[src/rtl/hsg_pkg.sv]
package hsg_pkg;

    localparam int FRAC_BITS = 16;

    // largest term or gain, 2^63 - 1
    localparam logic [63:0] TERM_MAX = 64'h7FFF_FFFF_FFFF_FFFF;

    localparam int CFG_IDX_W = 2;
    localparam logic [CFG_IDX_W-1:0] CFG_NUM_FEATURES = 2'd0;
    localparam logic [CFG_IDX_W-1:0] CFG_BINS_IN_USE  = 2'd1;
    localparam logic [CFG_IDX_W-1:0] CFG_REG_LAMBDA   = 2'd2;

    typedef logic signed [63:0] gain_t;

    typedef struct packed {
        logic busy;      // an item is in the update stage
        logic scan_req;  // that item closes the final sample
    } hsg_acc_stat_t;

endpackage

[src/rtl/hsg_term_unit.sv]
// floor(G^2 * 2^16 / (W + lambda)) in Q32.32, saturated; zero for a zero denominator.
// Square by 16-bit digits, then one quotient bit per cycle.
module hsg_term_unit import hsg_pkg::*; #(
    parameter int SUM_WIDTH = 48
) (
    input  logic                 clk,
    input  logic                 rst_n,
    input  logic                 start,
    input  logic [SUM_WIDTH-1:0] g,
    input  logic [SUM_WIDTH-1:0] w,
    input  logic [31:0]          lambda,
    output logic                 done,
    output logic [63:0]          term
);

    localparam int DEN_W = SUM_WIDTH + 1;
    localparam int NDIG  = (SUM_WIDTH + 15) / 16;
    localparam int MP_W  = NDIG * 16;
    localparam int SQ_W  = MP_W + SUM_WIDTH;
    localparam int HI_W  = SQ_W - 47;
    localparam int CW    = (HI_W > DEN_W) ? HI_W : DEN_W;
    localparam int PP_W  = SUM_WIDTH + 16;

    localparam logic [1:0] T_IDLE = 2'd0;
    localparam logic [1:0] T_SQ   = 2'd1;
    localparam logic [1:0] T_CHK  = 2'd2;
    localparam logic [1:0] T_DIV  = 2'd3;

    logic [1:0]           state_reg;
    logic [SUM_WIDTH-1:0] mag_reg;
    logic [MP_W-1:0]      dig_reg;
    logic [DEN_W-1:0]     den_reg;
    logic [SQ_W-1:0]      acc_reg;
    logic [5:0]           cnt_reg;
    logic [DEN_W-1:0]     rem_reg;
    logic [62:0]          lo_reg;
    logic [62:0]          q_reg;
    logic                 done_reg;
    logic [63:0]          term_reg;

    logic [SUM_WIDTH-1:0] mag_in;
    logic [PP_W-1:0]      pp;
    logic [HI_W-1:0]      hi;
    logic [DEN_W:0]       r2;
    logic                 r2_ge;
    logic [62:0]          q_next;

    assign mag_in = g[SUM_WIDTH-1] ? (SUM_WIDTH'(0) - g) : g;
    assign pp     = PP_W'(mag_reg) * PP_W'(dig_reg[MP_W-1 -: 16]);
    assign hi     = acc_reg[SQ_W-1:47];
    assign r2     = {rem_reg, lo_reg[62]};
    assign r2_ge  = r2 >= {1'b0, den_reg};
    assign q_next = {q_reg[61:0], r2_ge};

    always_ff @(posedge clk or negedge rst_n)
    begin
        if (!rst_n)
        begin
            state_reg <= T_IDLE;
            done_reg  <= 1'b0;
        end
        else
        begin
            done_reg <= 1'b0;
            unique case (state_reg)
                T_IDLE:
                begin
                    if (start)
                    begin
                        state_reg <= T_SQ;
                    end
                end
                T_SQ:
                begin
                    if (cnt_reg == 6'd0)
                    begin
                        state_reg <= T_CHK;
                    end
                end
                T_CHK:
                begin
                    if (den_reg == '0 || CW'(hi) >= CW'(den_reg))
                    begin
                        state_reg <= T_IDLE;
                        done_reg  <= 1'b1;
                    end
                    else
                    begin
                        state_reg <= T_DIV;
                    end
                end
                T_DIV:
                begin
                    if (cnt_reg == 6'd0)
                    begin
                        state_reg <= T_IDLE;
                        done_reg  <= 1'b1;
                    end
                end
                default:
                begin
                    state_reg <= T_IDLE;
                end
            endcase
        end
    end

    always_ff @(posedge clk)
    begin
        unique case (state_reg)
            T_IDLE:
            begin
                mag_reg <= mag_in;
                dig_reg <= MP_W'(mag_in);
                den_reg <= {1'b0, w} + DEN_W'(lambda);
                acc_reg <= '0;
                cnt_reg <= 6'(NDIG - 1);
            end
            T_SQ:
            begin
                acc_reg <= SQ_W'({acc_reg, 16'b0}) + SQ_W'(pp);
                dig_reg <= {dig_reg[MP_W-17:0], 16'b0};
                cnt_reg <= cnt_reg - 6'd1;
            end
            T_CHK:
            begin
                if (den_reg == '0)
                begin
                    term_reg <= '0;
                end
                else if (CW'(hi) >= CW'(den_reg))
                begin
                    term_reg <= TERM_MAX;
                end
                rem_reg <= DEN_W'(hi);
                lo_reg  <= {acc_reg[46:0], 16'b0};
                q_reg   <= '0;
                cnt_reg <= 6'd62;
            end
            T_DIV:
            begin
                rem_reg <= r2_ge ? DEN_W'(r2 - {1'b0, den_reg}) : DEN_W'(r2);
                lo_reg  <= {lo_reg[61:0], 1'b0};
                q_reg   <= q_next;
                cnt_reg <= cnt_reg - 6'd1;
                term_reg <= {1'b0, q_next};
            end
            default:
            begin
                cnt_reg <= '0;
            end
        endcase
    end

    assign done = done_reg;
    assign term = term_reg;

endmodule

[config.mk]
export PLATFORM = sky130hd
export DESIGN_NAME = hsg_term_unit
export DESIGN_NICKNAME = d
export VERILOG_FILES = /design/src/rtl/hsg_pkg.sv /design/src/rtl/hsg_term_unit.sv
export SDC_FILE = /design/constraint.sdc
export NUM_CORES = 2
export LEC_CHECK = 0
export BUFFER_PORTS_ARGS = -buffer_cell sky130_fd_sc_hd__buf_2
export CORE_MARGIN = 1
export CORE_UTILIZATION = 50
export CTS_CLUSTER_DIAMETER = 200
export CTS_CLUSTER_SIZE = 25
export DETAILED_ROUTE_END_ITERATION = 12
export GPL_ROUTABILITY_DRIVEN = 0
export PLACE_DENSITY = 0.71
export SLEW_MARGIN = 20
export SYNTH_ARGS = -nofsm -noshare
export SYNTH_HDL_FRONTEND = slang
export SYNTH_SLANG_ARGS = --single-unit
[constraint.sdc]
create_clock -name clk -period 17.3 [get_ports clk]
set_input_delay 5.19 -clock clk [delete_from_list [all_inputs] [get_ports clk]]
set_output_delay 5.19 -clock clk [all_outputs]
set_load 0.03 [all_outputs]
; Word level (Yosys, flattened, before mapping)
; Index checks and enable logic that the tools add are counted.
; Widths: inputs -> output; s select.
[op_classes]
add_sub_neg = 5
multipliers = 1
div_mod_pow = 0
magnitude_cmp = 2
eq_ne = 7
shift = 0
mux = 19
n_bitwise = 0
n_reduce_logical = 9
[ops]
columns = operator, n
row1 = $pmux 96 s2, 1
row2 = $mux 64, 2
row3 = $pmux 64 s2, 1
row4 = $pmux 63 s2, 1
row5 = $pmux 62 s2, 1
row6 = $pmux 49 s2, 1
row7 = $add 96x64->96, 1
row8 = $pmux 48 s2, 1
row9 = $mul 48x16->64, 1
row10 = $ge 50x49->1, 1
row11 = $add 48x32->49, 1
row12 = $ge 49x49->1, 1
row13 = $logic_not 49->1, 1
row14 = $mux 49, 1
row15 = $sub 49x49->49, 1
row16 = $mux 48, 1
row17 = $sub 1x48->48 const A, 1
row18 = $pmux 6 s3, 1
row19 = $mux 2, 4
row20 = $pmux 2 s4, 1
row21 = $logic_not 6->1, 1
row22 = $ne 2x2->1 const B, 3
row23 = $sub 6x1->6 const B, 1
row24 = $eq 2x2->1 const B, 2
row25 = 10 further kinds, 12
[word_totals]
register_bits = 488
latch_bits = 0
ram_bits = 0
mem_bits_ro = 0
in_bits = 131
n_memories = 0

; Depth between registers and ports, before layout
[depth]
depth_word = 4
mapped_depth = 27

; Worst setup path after synthesis
; No wires, ideal clock.
[synth_path]
kind = input-to-reg
from = input port g[4]
to = register dig_reg[45] (data pin)
setup_ns = 0.260
arrival_ns = 8.588
t_required_ns = 17.040
slack_ns = 8.452
path_stages = 11
path_buffers = 1
path_cell_list = or3_4 or4_4 or3_1 or3_1 or3_4 or4_1 buf_2 or4_1 o31a_1 xor2_1 mux2_4
[synth_between]
elab_chain_len = 3
[synth_rtl]
columns = element, line_no
row1 = from (decl), hsg_term_unit.sv:9  ; input logic [SUM_WIDTH-1:0] g,
row2 = $sub 1x48->48, hsg_term_unit.sv:48  ; assign mag_in = g[SUM_WIDTH-1] ? (SUM_WIDTH'(0) - g) : g;
row3 = $mux 48, hsg_term_unit.sv:48
row4 = via mag_in[45], hsg_term_unit.sv:41  ; logic [SUM_WIDTH-1:0] mag_in;
row5 = $pmux 48 s2, hsg_term_unit.sv:110  ; unique case (state_reg)
row6 = to (signal assigned), hsg_term_unit.sv:114  ; dig_reg <= MP_W'(mag_in);
row7 = to (signal assigned), hsg_term_unit.sv:122  ; dig_reg <= {dig_reg[MP_W-17:0], 16'b0};
row8 = to (decl), hsg_term_unit.sv:31  ; logic [MP_W-1:0] dig_reg;
; The timed path passes the listed nets, and every way through them passes these cells.
; A chain may end at the register's enable or synchronous reset.

; Final worst setup path
[layout_path]
from = register dig_reg[40]
to = register acc_reg[88] (data pin)
[layout_between]
elab_chain_len = 3
[layout_rtl]
columns = element, line_no
row1 = $mul 48x16->64, hsg_term_unit.sv:49  ; assign pp = PP_W'(mag_reg) * PP_W'(dig_reg[MP_W-1 -: 16]);
row2 = $add 96x64->96, hsg_term_unit.sv:121  ; acc_reg <= SQ_W'({acc_reg, 16'b0}) + SQ_W'(pp);
row3 = $pmux 96 s2, hsg_term_unit.sv:110
row4 = to (signal assigned), hsg_term_unit.sv:121
row5 = to (decl), hsg_term_unit.sv:33  ; logic [SQ_W-1:0] acc_reg;
; No other way between the ends.

==> flow_summary.json <==
{
  "run_status": "finished clean",
  "largest_family_of_logic_cells_by_synthesized_area": "adder cells",
  "post_synth_num_cell_types": 74,
  "avgSynthCellArea_um2": 9.40,
  "clock_sink_count": 471,
  "tritoncts_buffer_count": 22,
  "placementRows": 116,
  "drive_gt1_share_pct": 5.51,
  "critical_path_peak_fanout": 33,
  "max_slew_margin_pct": 30.0,
  "synth-adder-area-share_pct": 34.4,
  "dp_hpwl_um": 97800,
  "yosys-mux-area-fraction_pct": 0.289,
  "synth.cell_area_mm2": 0.0507,
  "fin_skew_ps": 38.3,
  "detailedRoute.firstIterationViolations": 3140,
  "timing.setup.critical_path_class": "flip-flop to flip-flop",
  "detail-route-antenna-nets": 0,
  "timing.final.crit_share_pct": 51.1,
  "die_ar_mm2": 0.103,
  "clock.fmax_ghz": 0.113,
  "route.final.wire_length_um": 130000,
  "vias_per_cell": 5.60,
  "max-clock-path-buffers": 3,
  "die_w_um": 320,
  "layout-area-overhead-vs-synth_pct": 5.46,
  "synth-seq-cells": 471,
  "min_hold_slack_ps": 445,
  "grt_max_degree": 86,
  "min-delay-path-class": "flip-flop to flip-flop",
  "io-pin-count": 196,
  "endpoint_kind": "flip-flop",
  "synth_compound_gate_area_share_pct": 8.87,
  "antenna-diode-count": 0,
  "synth-simple-area-share_pct": 16.0,
  "sum_of_negative_setup_slack_ps": 0,
  "postCtsSetupBuffers": 0,
  "number_of_global_route_vias_before_repair": 38700,
  "grt_first_pass_wirelength_um": 211000,
  "wl_per_cell_um": 19.2,
  "max_cap_viol_count": 0,
  "global_route.usage.total_pct": 26.1,
  "synth_enable_flop_cells": 462,
  "synthesis.yosys.warnings": 0,
  "number_of_instances_in_the_synthesized_netlist": 5393,
  "number_of_flip_flops_under_the_largest_register_name": 96,
  "io_buffer_count": 194,
  "route.vias.total": 38000,
  "clock_insertion_delay_worst_skew_ps": 630,
  "drt-pass1-iter-count": 5,
  "dominantRegCellSynth": "edfxtp_1",
  "final_cell_count_no_fill": 6781,
  "post_cts_hold_buffer_count": 0,
  "cts_htree_levels": 1,
  "asyncSetResetFlopFracSynth_pct": 0.637,
  "crit_path_start_kind": "flip-flop",
  "floorplan.core_area_mm2": 0.100,
  "required_ps": 17680,
  "synth_seq_area_share_pct": 27.7,
  "gr-total-overflow": 0,
  "slew_viol_final": 0,
  "initial_antenna_violation_count": 0,
  "worst-endpoint-arrival_ps": 9220,
  "postSynthNetCount": 6501,
  "ctsRootBufferMaster": "clkbuf_16",
  "number_of_setup_violations_in_the_final_report": 0,
  "post_cts_resized": 0,
  "post-route-drc-count": 0,
  "clk_transition_reported_paths_ps": 100,
  "place.detailed.instances": 6746,
  "yosys.area_share.xor_xnor_pct": 3.51,
  "final_nets": 6521,
  "layout_min_cycle_time_ps": 8840,
  "rsz0062_at_grt": "no",
  "timing.final.hold_violations": 0,
  "worst_pin_slew_ps": 1050,
  "cts_tree": "done",
  "initial_core_utilization_pct": 50.6,
  "die_h_um": 320
}
-- routing by layer --
layer	vias up	GRT usage [%]	routed length [um]
li1	17100	-	-
met1	19000	35.7	53500
met2	1546	43.3	62100
met3	280	3.77	10500
met4	0	7.07	3980
met5	-	0	0
-- critical path: stages (launching register included) --
cell and delay (ps):
edfxtp_1 800, buf_4 560, nand2_1 150, fa_1 540
inv_1 50, fa_1 520, fa_1 440, fa_1 520
fa_1 580, inv_1 70, fa_1 540, inv_1 40
ha_1 410, and4_1 250, and2_1 150, inv_1 50
a2111oi_0 350, nor2_1 260, o31ai_1 770, a31oi_1 480
o41ai_2 440, buf_4 290, a21oi_1 100, o21a_1 190
-- layout by cell type, fill, tap and decap left out, drive strengths merged, types with 10 or more instances in the layout --
cell	count
inv	1001
nand2	923
fa	692
edfxtp	462
and2	295
ha	285
nor2	267
buf	240
a21oi	205
o21ai	151
xnor2	138
a21o	109
xor2	65
nand3	60
a31oi	53
nand4	52
clkbuf	33
nand2b	29
o21bai	28
o21a	27
o31ai	27
and3	26
nor4	24
nor3	21
or4	17
or3	16
a211oi	15
and4	14
o211ai	13
nor2b	13
mux2	10
-- Yosys cell counts (26+ instances only) --
cell / n / area (um2)
nand2b_1: 29 / 181
a21oi_1: 205 / 1030
and2_1: 294 / 1840
o21ai_0: 147 / 736
ha_1: 285 / 3570
fa_1: 692 / 13900
xor2_1: 65 / 569
o31ai_1: 26 / 195
a21o_1: 109 / 818
a31oi_1: 53 / 332
o21bai_1: 28 / 210
nand3_1: 60 / 300
inv_1: 1001 / 3760
nor2_1: 267 / 1000
o21a_1: 27 / 203
nand2_1: 923 / 3460
nand4_1: 52 / 325
edfxtp_1: 462 / 13900
clkbuf_1: 239 / 897
xnor2_1: 138 / 1210
and3_1: 26 / 163
-- logic make-up after synthesis --
family                     count (synthesis)
and+or+nand+nor                         1772
adders and majority gates                977
muxes                                     13
AOI/OAI and AO/OA                        711
xor gates and xnor gates                 203
other                                      1
buffers and inverters                   1245
DFF                                      471
-- metrics by stage --
stage | area [um2] | util, % | setup slack, ps
after floorplan | 50700 | - | 8450
after global placement | 52800 | 52.7 | 8150
after detailed placement | 52800 | 52.7 | 8140
after CTS | 53500 | 53.3 | 8600
after global routing | 53500 | 53.3 | 8010
final | 53500 | 53.3 | 8460
-- final timing paths --
check                                            end  depth (start not counted)  slack [ps]             startpoint
max                        acc_reg[88]$_SDFFCE_PN0P_                         23        8460  dig_reg[40]$_DFFE_PP_
min                               cnt_reg[0]$_DFF_P_                          1         440     cnt_reg[0]$_DFF_P_
max reg2reg                acc_reg[88]$_SDFFCE_PN0P_                         23        8460  dig_reg[40]$_DFFE_PP_
min reg2reg                       cnt_reg[0]$_DFF_P_                          1         440     cnt_reg[0]$_DFF_P_
max in group asynchronous   state_reg[1]$_DFFE_PN0P_                          1       12840                  rst_n
min in group asynchronous   state_reg[1]$_DFFE_PN0P_                          1        4340                  rst_n
-- cell type report --
type                            instances  area [um2]
Clock inverter                          2        35.0
Tap cell                             1357        1700
Timing Repair Buffer                  240        1320
Clock buffer                           33         592
Sequential cell                       471       14100
Inverter                             1001        3760
Fill cell                            9067       46800
Multi-Input combinational cell       3677       32000
Power is not shown: default switching activity piles up to over one toggle a cycle in this logic, so the estimate is an artifact.
