--- config.mk ---
export PLATFORM = sky130hd
export DESIGN_NAME = hsg_accum_flat
export DESIGN_NICKNAME = d
export VERILOG_FILES = /design/src/rtl/hsg_pkg.sv /design/src/rtl/hsg_if.sv /design/src/rtl/hsg_accum.sv /design/src/flat_wrapper.sv
export SDC_FILE = /design/constraint.sdc
export NUM_CORES = 2
export LEC_CHECK = 0
export BUFFER_PORTS_ARGS = -buffer_cell sky130_fd_sc_hd__clkbuf_2
export CAP_MARGIN = 20
export CORE_ASPECT_RATIO = 1.2
export CORE_MARGIN = 2
export CORE_UTILIZATION = 50
export CTS_BUF_LIST = sky130_fd_sc_hd__clkbuf_2 sky130_fd_sc_hd__clkbuf_4 sky130_fd_sc_hd__clkbuf_8
export CTS_CLUSTER_DIAMETER = 150
export DETAILED_ROUTE_END_ITERATION = 10
export PLACE_DENSITY = 0.68
export SLEW_MARGIN = 20
export SYNTH_ARGS = -nofsm -noshare
export SYNTH_HDL_FRONTEND = slang
export SYNTH_SLANG_ARGS = --single-unit
--- constraint.sdc ---
create_clock -name clk -period 30.2 [get_ports clk]
set_clock_uncertainty 0.05 [all_clocks]
set_input_delay 7.55 -clock clk [delete_from_list [all_inputs] [get_ports clk]]
set_output_delay 7.55 -clock clk [all_outputs]
set_load 0.02 [all_outputs]
--- src/rtl/hsg_pkg.sv ---
package hsg_pkg;

    localparam int FRAC_BITS = 16;

    // largest term or gain, 2^63 - 1
    localparam logic [63:0] TERM_MAX = 64'h7FFF_FFFF_FFFF_FFFF;

    localparam int CFG_IDX_W = 2;
    localparam logic [CFG_IDX_W-1:0] CFG_NUM_FEATURES = 2'd0;
    localparam logic [CFG_IDX_W-1:0] CFG_BINS_IN_USE  = 2'd1;
    localparam logic [CFG_IDX_W-1:0] CFG_REG_LAMBDA   = 2'd2;

    typedef logic signed [63:0] gain_t;

    typedef struct packed {
        logic busy;      // an item is in the update stage
        logic scan_req;  // that item closes the final sample
    } hsg_acc_stat_t;

endpackage

--- src/rtl/hsg_if.sv ---
interface hsg_in_if;
    logic               valid;
    logic               ready;
    logic [7:0]         bin_index;
    logic signed [31:0] residual;
    logic [31:0]        weight;
    logic               last_sample;

    modport source (output valid, bin_index, residual, weight, last_sample, input ready);
    modport sink   (input valid, bin_index, residual, weight, last_sample, output ready);
endinterface


--- src/rtl/hsg_accum.sv ---
// Two-stage histogram update: read at accept, add and write back in the next cycle.
// A back-to-back hit on the entry just written takes the written word instead.
module hsg_accum import hsg_pkg::*; #(
    parameter int MAX_FEATURES = 32,
    parameter int MAX_BINS     = 256,
    parameter int SUM_WIDTH    = 48
) (
    input  logic                  clk,
    input  logic                  rst_n,
    hsg_in_if.sink                in_ch,
    input  logic                  enable,
    input  logic [$clog2(MAX_FEATURES+1)-1:0] nf,
    input  logic [$clog2(MAX_BINS+1)-1:0]     nb,
    input  logic                  clear_totals,
    output logic                  rd_en,
    output logic [((MAX_FEATURES > 1) ? $clog2(MAX_FEATURES) : 1)+$clog2(MAX_BINS)-1:0] rd_addr,
    input  logic [2*SUM_WIDTH-1:0] rd_data,
    output logic                  wr_en,
    output logic [((MAX_FEATURES > 1) ? $clog2(MAX_FEATURES) : 1)+$clog2(MAX_BINS)-1:0] wr_addr,
    output logic [2*SUM_WIDTH-1:0] wr_data,
    output logic [SUM_WIDTH-1:0]  total_grad,
    output logic [SUM_WIDTH-1:0]  total_weight,
    output hsg_acc_stat_t         stat
);

    localparam int FEAT_W = (MAX_FEATURES > 1) ? $clog2(MAX_FEATURES) : 1;
    localparam int BIN_W  = $clog2(MAX_BINS);
    localparam int ADDR_W = FEAT_W + BIN_W;
    localparam int FC_W   = $clog2(MAX_FEATURES + 1);
    localparam int ENT_W  = 2 * SUM_WIDTH;
    localparam int PROD_W = (SUM_WIDTH + FRAC_BITS > 65) ? SUM_WIDTH + FRAC_BITS : 65;

    logic [FEAT_W-1:0]    pos_reg;
    logic                 s1_valid_reg;
    logic                 s1_hist_reg;
    logic                 s1_tot_reg;
    logic                 s1_scan_reg;
    logic [ADDR_W-1:0]    s1_addr_reg;
    logic signed [31:0]   s1_res_reg;
    logic [31:0]          s1_wt_reg;
    logic                 lw_valid_reg;
    logic [ADDR_W-1:0]    lw_addr_reg;
    logic [ENT_W-1:0]     lw_data_reg;
    logic [SUM_WIDTH-1:0] tg_reg;
    logic [SUM_WIDTH-1:0] tw_reg;

    logic                 accept;
    logic                 fin;
    logic                 hist_ok;
    logic signed [PROD_W-1:0] prod;
    logic [SUM_WIDTH-1:0] contrib;
    logic [SUM_WIDTH-1:0] wt_ext;
    logic [ENT_W-1:0]     base;
    logic [ENT_W-1:0]     upd;

    assign in_ch.ready = enable && !(s1_valid_reg && s1_scan_reg);
    assign accept      = in_ch.valid && in_ch.ready;

    assign fin     = ({1'b0, FC_W'(pos_reg)} + (FC_W+1)'(1)) >= {1'b0, nf};
    assign hist_ok = (FC_W'(pos_reg) < nf) && ({1'b0, in_ch.bin_index} < 9'(nb));

    assign rd_en   = accept;
    assign rd_addr = {pos_reg, in_ch.bin_index[BIN_W-1:0]};

    // exact product, then floor shift to Q16.16
    assign prod    = PROD_W'(s1_res_reg) * PROD_W'($signed({1'b0, s1_wt_reg}));
    assign contrib = prod[SUM_WIDTH+FRAC_BITS-1:FRAC_BITS];
    assign wt_ext  = SUM_WIDTH'(s1_wt_reg);

    assign base = (lw_valid_reg && lw_addr_reg == s1_addr_reg) ? lw_data_reg : rd_data;
    assign upd  = {base[ENT_W-1:SUM_WIDTH] + contrib, base[SUM_WIDTH-1:0] + wt_ext};

    assign wr_en   = s1_valid_reg && s1_hist_reg;
    assign wr_addr = s1_addr_reg;
    assign wr_data = upd;

    always_ff @(posedge clk or negedge rst_n)
    begin
        if (!rst_n)
        begin
            pos_reg      <= '0;
            s1_valid_reg <= 1'b0;
            lw_valid_reg <= 1'b0;
            tg_reg       <= '0;
            tw_reg       <= '0;
        end
        else
        begin
            s1_valid_reg <= accept;
            lw_valid_reg <= wr_en;
            if (accept)
            begin
                pos_reg <= fin ? '0 : pos_reg + FEAT_W'(1);
            end
            if (clear_totals)
            begin
                tg_reg <= '0;
                tw_reg <= '0;
            end
            else if (s1_valid_reg && s1_tot_reg)
            begin
                tg_reg <= tg_reg + contrib;
                tw_reg <= tw_reg + wt_ext;
            end
        end
    end

    always_ff @(posedge clk)
    begin
        if (accept)
        begin
            s1_hist_reg <= hist_ok;
            s1_tot_reg  <= (pos_reg == '0);
            s1_scan_reg <= fin && in_ch.last_sample;
            s1_addr_reg <= rd_addr;
            s1_res_reg  <= in_ch.residual;
            s1_wt_reg   <= in_ch.weight;
        end
        if (wr_en)
        begin
            lw_addr_reg <= wr_addr;
            lw_data_reg <= upd;
        end
    end

    assign total_grad     = tg_reg;
    assign total_weight   = tw_reg;
    assign stat.busy      = s1_valid_reg;
    assign stat.scan_req  = s1_valid_reg && s1_scan_reg;

endmodule

--- src/flat_wrapper.sv ---
// flat-port wrapper written by rule: the top's interface ports become plain ports
module hsg_accum_flat import hsg_pkg::*;
#(
    parameter int MAX_FEATURES = 32,
    parameter int MAX_BINS     = 256,
    parameter int SUM_WIDTH    = 48
)
  (clk, rst_n, enable, nf, nb, clear_totals, rd_en, rd_addr, rd_data, wr_en, wr_addr, wr_data, total_grad, total_weight, stat, in_ch_valid, in_ch_bin_index, in_ch_residual, in_ch_weight, in_ch_last_sample, in_ch_ready);
  hsg_in_if in_ch_i ();
  input  logic clk;
  input  logic rst_n;
  input  logic enable;
  input  logic [$clog2(MAX_FEATURES+1)-1:0] nf;
  input  logic [$clog2(MAX_BINS+1)-1:0] nb;
  input  logic clear_totals;
  output logic rd_en;
  output logic [((MAX_FEATURES > 1) ? $clog2(MAX_FEATURES) : 1)+$clog2(MAX_BINS)-1:0] rd_addr;
  input  logic [2*SUM_WIDTH-1:0] rd_data;
  output logic wr_en;
  output logic [((MAX_FEATURES > 1) ? $clog2(MAX_FEATURES) : 1)+$clog2(MAX_BINS)-1:0] wr_addr;
  output logic [2*SUM_WIDTH-1:0] wr_data;
  output logic [SUM_WIDTH-1:0] total_grad;
  output logic [SUM_WIDTH-1:0] total_weight;
  output hsg_acc_stat_t stat;
  input wire logic [$bits(in_ch_i.valid)-1:0] in_ch_valid;
  input wire logic [$bits(in_ch_i.bin_index)-1:0] in_ch_bin_index;
  input wire logic [$bits(in_ch_i.residual)-1:0] in_ch_residual;
  input wire logic [$bits(in_ch_i.weight)-1:0] in_ch_weight;
  input wire logic [$bits(in_ch_i.last_sample)-1:0] in_ch_last_sample;
  output wire logic [$bits(in_ch_i.ready)-1:0] in_ch_ready;
  assign in_ch_i.valid = in_ch_valid;
  assign in_ch_i.bin_index = in_ch_bin_index;
  assign in_ch_i.residual = in_ch_residual;
  assign in_ch_i.weight = in_ch_weight;
  assign in_ch_i.last_sample = in_ch_last_sample;
  assign in_ch_ready = in_ch_i.ready;
  hsg_accum #(.MAX_FEATURES(MAX_FEATURES), .MAX_BINS(MAX_BINS), .SUM_WIDTH(SUM_WIDTH)) u_core (.clk(clk), .rst_n(rst_n), .in_ch(in_ch_i), .enable(enable), .nf(nf), .nb(nb), .clear_totals(clear_totals), .rd_en(rd_en), .rd_addr(rd_addr), .rd_data(rd_data), .wr_en(wr_en), .wr_addr(wr_addr), .wr_data(wr_data), .total_grad(total_grad), .total_weight(total_weight), .stat(stat));
endmodule
After elaboration in Yosys (flattened, before gate mapping)
Cells that the tools add are included.
{"block": "classes", "addsub": 6, "mul": 1, "n_lt_le_gt_ge": 3, "eq_ne": 1, "mux": 6, "n_reduce_logical": 11}
{"operator": "$mux W48", "count": 4}
{"operator": "$add A48 B32 Y48", "count": 2}
{"operator": "$add A48 B48 Y48", "count": 2}
{"operator": "$mux W96", "count": 1}
{"operator": "$mul A32 B33 Y64", "count": 1}
{"operator": "$eq A13 B13 Y1", "count": 1}
{"operator": "$lt A8 B9 Y1", "count": 1}
{"operator": "$logic_and A1 B1 Y1", "count": 8}
{"operator": "$ge A7 B6 Y1", "count": 1}
{"operator": "$add A5 B1 Y6 const B", "count": 1}
{"operator": "$lt A5 B6 Y1", "count": 1}
{"operator": "$add A5 B1 Y5 const B", "count": 1}
{"operator": "$logic_not A5 Y1", "count": 1}
{"operator": "$mux W5", "count": 1}
{"operator": "$reduce_bool A2 Y1", "count": 1}
{"operator": "$logic_not A1 Y1", "count": 1}
{"block": "word_totals", "register_bits": 292, "in_bits": 189, "output_inout_bits": 223, "word_cells": 41}

Longest topological paths before layout
{"block": "depth", "depth_word": 4, "mapped_depth": 42}

Worst setup path before layout
No wires, ideal clock.
{"block": "synth_timing", "kind": "input to output", "startpoint": "input rd_data[1]", "endpoint": "output wr_data[35]", "arrival_ps": 10458, "path_slack_ps": 12142, "path_stages": 13, "path_buffers": 0, "path_cell_list": "nand2_1 -> nand2_1 -> ha_1 -> a21o_1 -> a21oi_1 -> o21bai_1 -> o311a_1 -> a311o_1 -> a211o_1 -> a221oi_2 -> nand3b_1 -> o311ai_1 -> nor3_1"}
{"block": "synth_via", "elab_chain_len": 2}
{"item": "start: declaration", "line": "flat_wrapper.sv:18", "source": "input logic [2*SUM_WIDTH-1:0] rd_data;"}
{"item": "$mux W96", "line": "hsg_accum.sv:70", "source": "assign base = (lw_valid_reg && lw_addr_reg == s1_addr_reg) ? lw_data_reg : rd_data;"}
{"item": "$add A48 B32 Y48", "line": "hsg_accum.sv:71", "source": "assign upd = {base[ENT_W-1:SUM_WIDTH] + contrib, base[SUM_WIDTH-1:0] + wt_ext};"}
{"item": "end: declaration", "line": "flat_wrapper.sv:21", "source": "output logic [2*SUM_WIDTH-1:0] wr_data;"}
Every way passes these cells.

Worst setup path after layout
{"block": "layout_timing", "startpoint": "register u_core.s1_res_reg[3]", "endpoint": "output wr_data[95]"}
{"block": "layout_via", "elab_chain_len": 2}
{"item": "start: declaration", "line": "hsg_accum.sv:39", "source": "logic signed [31:0] s1_res_reg;"}
{"item": "start signal: assignment", "line": "hsg_accum.sv:116", "source": "s1_res_reg <= in_ch.residual;"}
{"item": "$mul A32 B33 Y64", "line": "hsg_accum.sv:66", "source": "assign prod = PROD_W'(s1_res_reg) * PROD_W'($signed({1'b0, s1_wt_reg}));"}
{"item": "$add A48 B48 Y48", "line": "hsg_accum.sv:71"}
Every way passes these cells.

==> run metrics <==
clock latency on the worst-skew pair between 0.7 and 0.8 ns; largest net degree at the start of global routing slightly below 80; Core ar. 106,000 sq um; Seq/Total Area, Yosys 15.4%; wire per inst ~21 microns; # setup viols final 0; CTS H-tree depth 2; Layout area overhead 8.57%; number of buffers created by CTS 57; gpl congestion 0.955; Max stage delay on crit path around 1.1 ns; root buffer cell clkbuf_8; max reg flops 96; CTS Buffer Depth 3; Port-buffer cells about 400; number of flops mapped to enable cells by yosys ~190; Worst-path clk slew about 0.09 ns; Hold EP u_core.lw_addr_reg[1]; most frequent CP cell fa_1; first-pass GRT wire length roughly 250,000 microns; Synthesized Nets roughly 7,400; Post-Synth Adder-Cell Area between 40% and 50%; Seq cells post-synth between 200 and 300; Routed Antenna Nets 0; hold depth 0; DR vias 42,400; grt ovf 0; crit start category register; crit end category primary output; Post-Synth XOR/XNOR Area 3.86%; YS warnings 0; outcome complete, no violations; IO Pins roughly 410; Post-CTS Setup Bufs 0; synth top area cells fa_1 (34%), ha_1 (11%), edfxtp_1 (11%); top_reg_cell synth edfxtp_1; Rel. slew slack 28.9%; mux contribution to synthesized area less than 1%; reg2reg start u_core.s1_res_reg[3]; Synth area leader fa_1; CTS resizes 0; CTS Sinks between 200 and 300; worst path required time about 23 ns; CP max-delay cell edfxtp_1; Worst Hold Launch u_core.wr_addr[1]; final net count 7,673; Initial Util 50.4%; post-synthesis simple-gate area fraction between 10% and 20%; vias per inst between 5 and 6; Final Cycle Share between 60 and 70%; DP HPWL ~120,000 microns; DIE AREA approximately 110,000 sq um; worst r2r dst u_core.lw_data_reg[95]; Synth Area in Compound Gates roughly a tenth; Critical Path Fanout Max 32; worst hold path type reg -> reg; Mean Syn Cell Area between 9 and 10 sq um; die width about 300 microns; largest family of logic cells by synthesized area adder cells; Core Util, Final a little over half; CTS tree yes; initial antenna violation count 1; number of global-route vias before repair ~45,000; GRT Resource Usage Total between 30% and 40%; Setup TNS 0 ns; maxcap violations 0; Distinct cells, synth 88; Top Metal Used met5; Worst-Margin Slew 1.07 ns; WS Path Type reg -> out; drt first-iter violations 2,816; Synth top area share 33.7%; max-slew violation count 0; # hold bufs at CTS 0; # rows between 100 and 150; fin crit period 19.73 ns; DRT met1 WL ~63,000 microns; Peak Freq between 50 and 60 MHz; hold slack approximately 0.47 ns; share of post-route cells with drive strength above 1 between 9 and 10%; reg2reg path depth 35; ys async rst share a little over a third; Synth Cell Area roughly 54,000 sq um; CP Data Arrival Time approximately 12 ns; metal3 WL between 10,000 and 15,000 microns; setup slack, reg-to-reg 18.77 ns; Total Wirelength 162,000 microns; Pre-antenna DRT Iters 6; die height about 360 microns; Fin. Hold Viols 0; DRC 0; Met2 Wirelength between 70,000 and 80,000 microns; RSZ-0062 raised after global routing false; cell count after synthesis a little under 6,000
==> cell usage in the layout (no fill, tap or decap), drive strengths merged, types with 11 or more instances in the layout <==
cell / n
inv: 928
fa: 900
nand2: 899
and2: 601
clkbuf: 486
ha: 472
a21oi: 299
edfxtp: 189
xnor2: 168
nor2: 154
a21o: 143
o21ai: 133
dfrtp: 103
buf: 75
xor2: 68
nand4: 52
nand2b: 48
nand3: 45
a31oi: 34
o21bai: 31
nor2b: 30
nor3: 29
and3: 25
o21a: 21
a211oi: 18
mux2i: 15
clkinv: 14
a22o: 13
nor4: 13
o211ai: 11
or3: 11
==> layer usage <==
layer  GRT usage [%]  up-vias
li1                -    19000
met1            38.0    21300
met2            50.4     1689
met3            6.13      365
met4            12.5        2
met5               0        -
==> area by class of cell <==
| cell class | instances | area, sq um |
|---|---|---|
| Inverter | 926 | 3480 |
| Sequential cell | 292 | 8250 |
| Timing Repair Buffer | 484 | 2610 |
| Multi-Input combinational cell | 4351 | 40700 |
| Antenna cell | 2 | 5.00 |
| Tap cell | 1396 | 1750 |
| Fill cell | 9725 | 48100 |
| Clock buffer | 77 | 966 |
| Clock inverter | 29 | 388 |
==> through the flow <==
step	cells	cell area, sq um	setup slack (ns)
floorplan	5864	53500	12.14
global placement	7449	56700	11.45
detailed placement	7449	56700	11.34
CTS	7555	58100	10.43
global route	7555	58100	9.90
finish	7557	58100	10.47
==> worst max-delay path: cells and delay by family (launching register included) <==
kind                       cells  cell delay (ns)
DFF                            1             1.05
AOI/OAI and AO/OA             16             3.59
xor gates and xnor gates       2             0.70
buffers and inverters          5             0.47
adders and majority gates     10             4.77
and+or+nand+nor                3             0.72
==> cells in the mapped netlist, drive strengths merged, types with 15 or more instances <==
| cell | n |
|---|---|
| fa | 900 |
| a21o | 143 |
| a211oi | 18 |
| nor3 | 29 |
| clkbuf | 274 |
| buf | 21 |
| nand4 | 52 |
| o21ai | 133 |
| nand2b | 48 |
| ha | 472 |
| o21bai | 31 |
| o21a | 21 |
| nand3 | 45 |
| nor2b | 30 |
| and2 | 601 |
| xor2 | 68 |
| and3 | 25 |
| a21oi | 299 |
| dfrtp | 103 |
| mux2i | 15 |
| nand2 | 899 |
| xnor2 | 168 |
| a31oi | 34 |
| inv | 926 |
| nor2 | 154 |
| edfxtp | 189 |
==> worst max-delay path by stage <==
stage / from / to / cells past startpoint
final: u_core.s1_res_reg[3] / wr_data[95] / 36
after global routing: u_core.s1_res_reg[5] / wr_data[95] / 36
after CTS: u_core.s1_res_reg[3] / wr_data[95] / 36
after detailed placement: u_core.s1_res_reg[5] / wr_data[95] / 36
after global placement: rd_data[1] / wr_data[35] / 15
after floorplan: rd_data[1] / wr_data[35] / 13
==> logic make-up after synthesis <==
group,Yosys count
xor+xnor,236
mux,16
simple gates,1938
flops,292
fa+ha+maj,1372
compound gates,789
buf+inv,1221
Power is not shown: default switching activity piles up to over one toggle a cycle in this logic, so the estimate is an artifact.
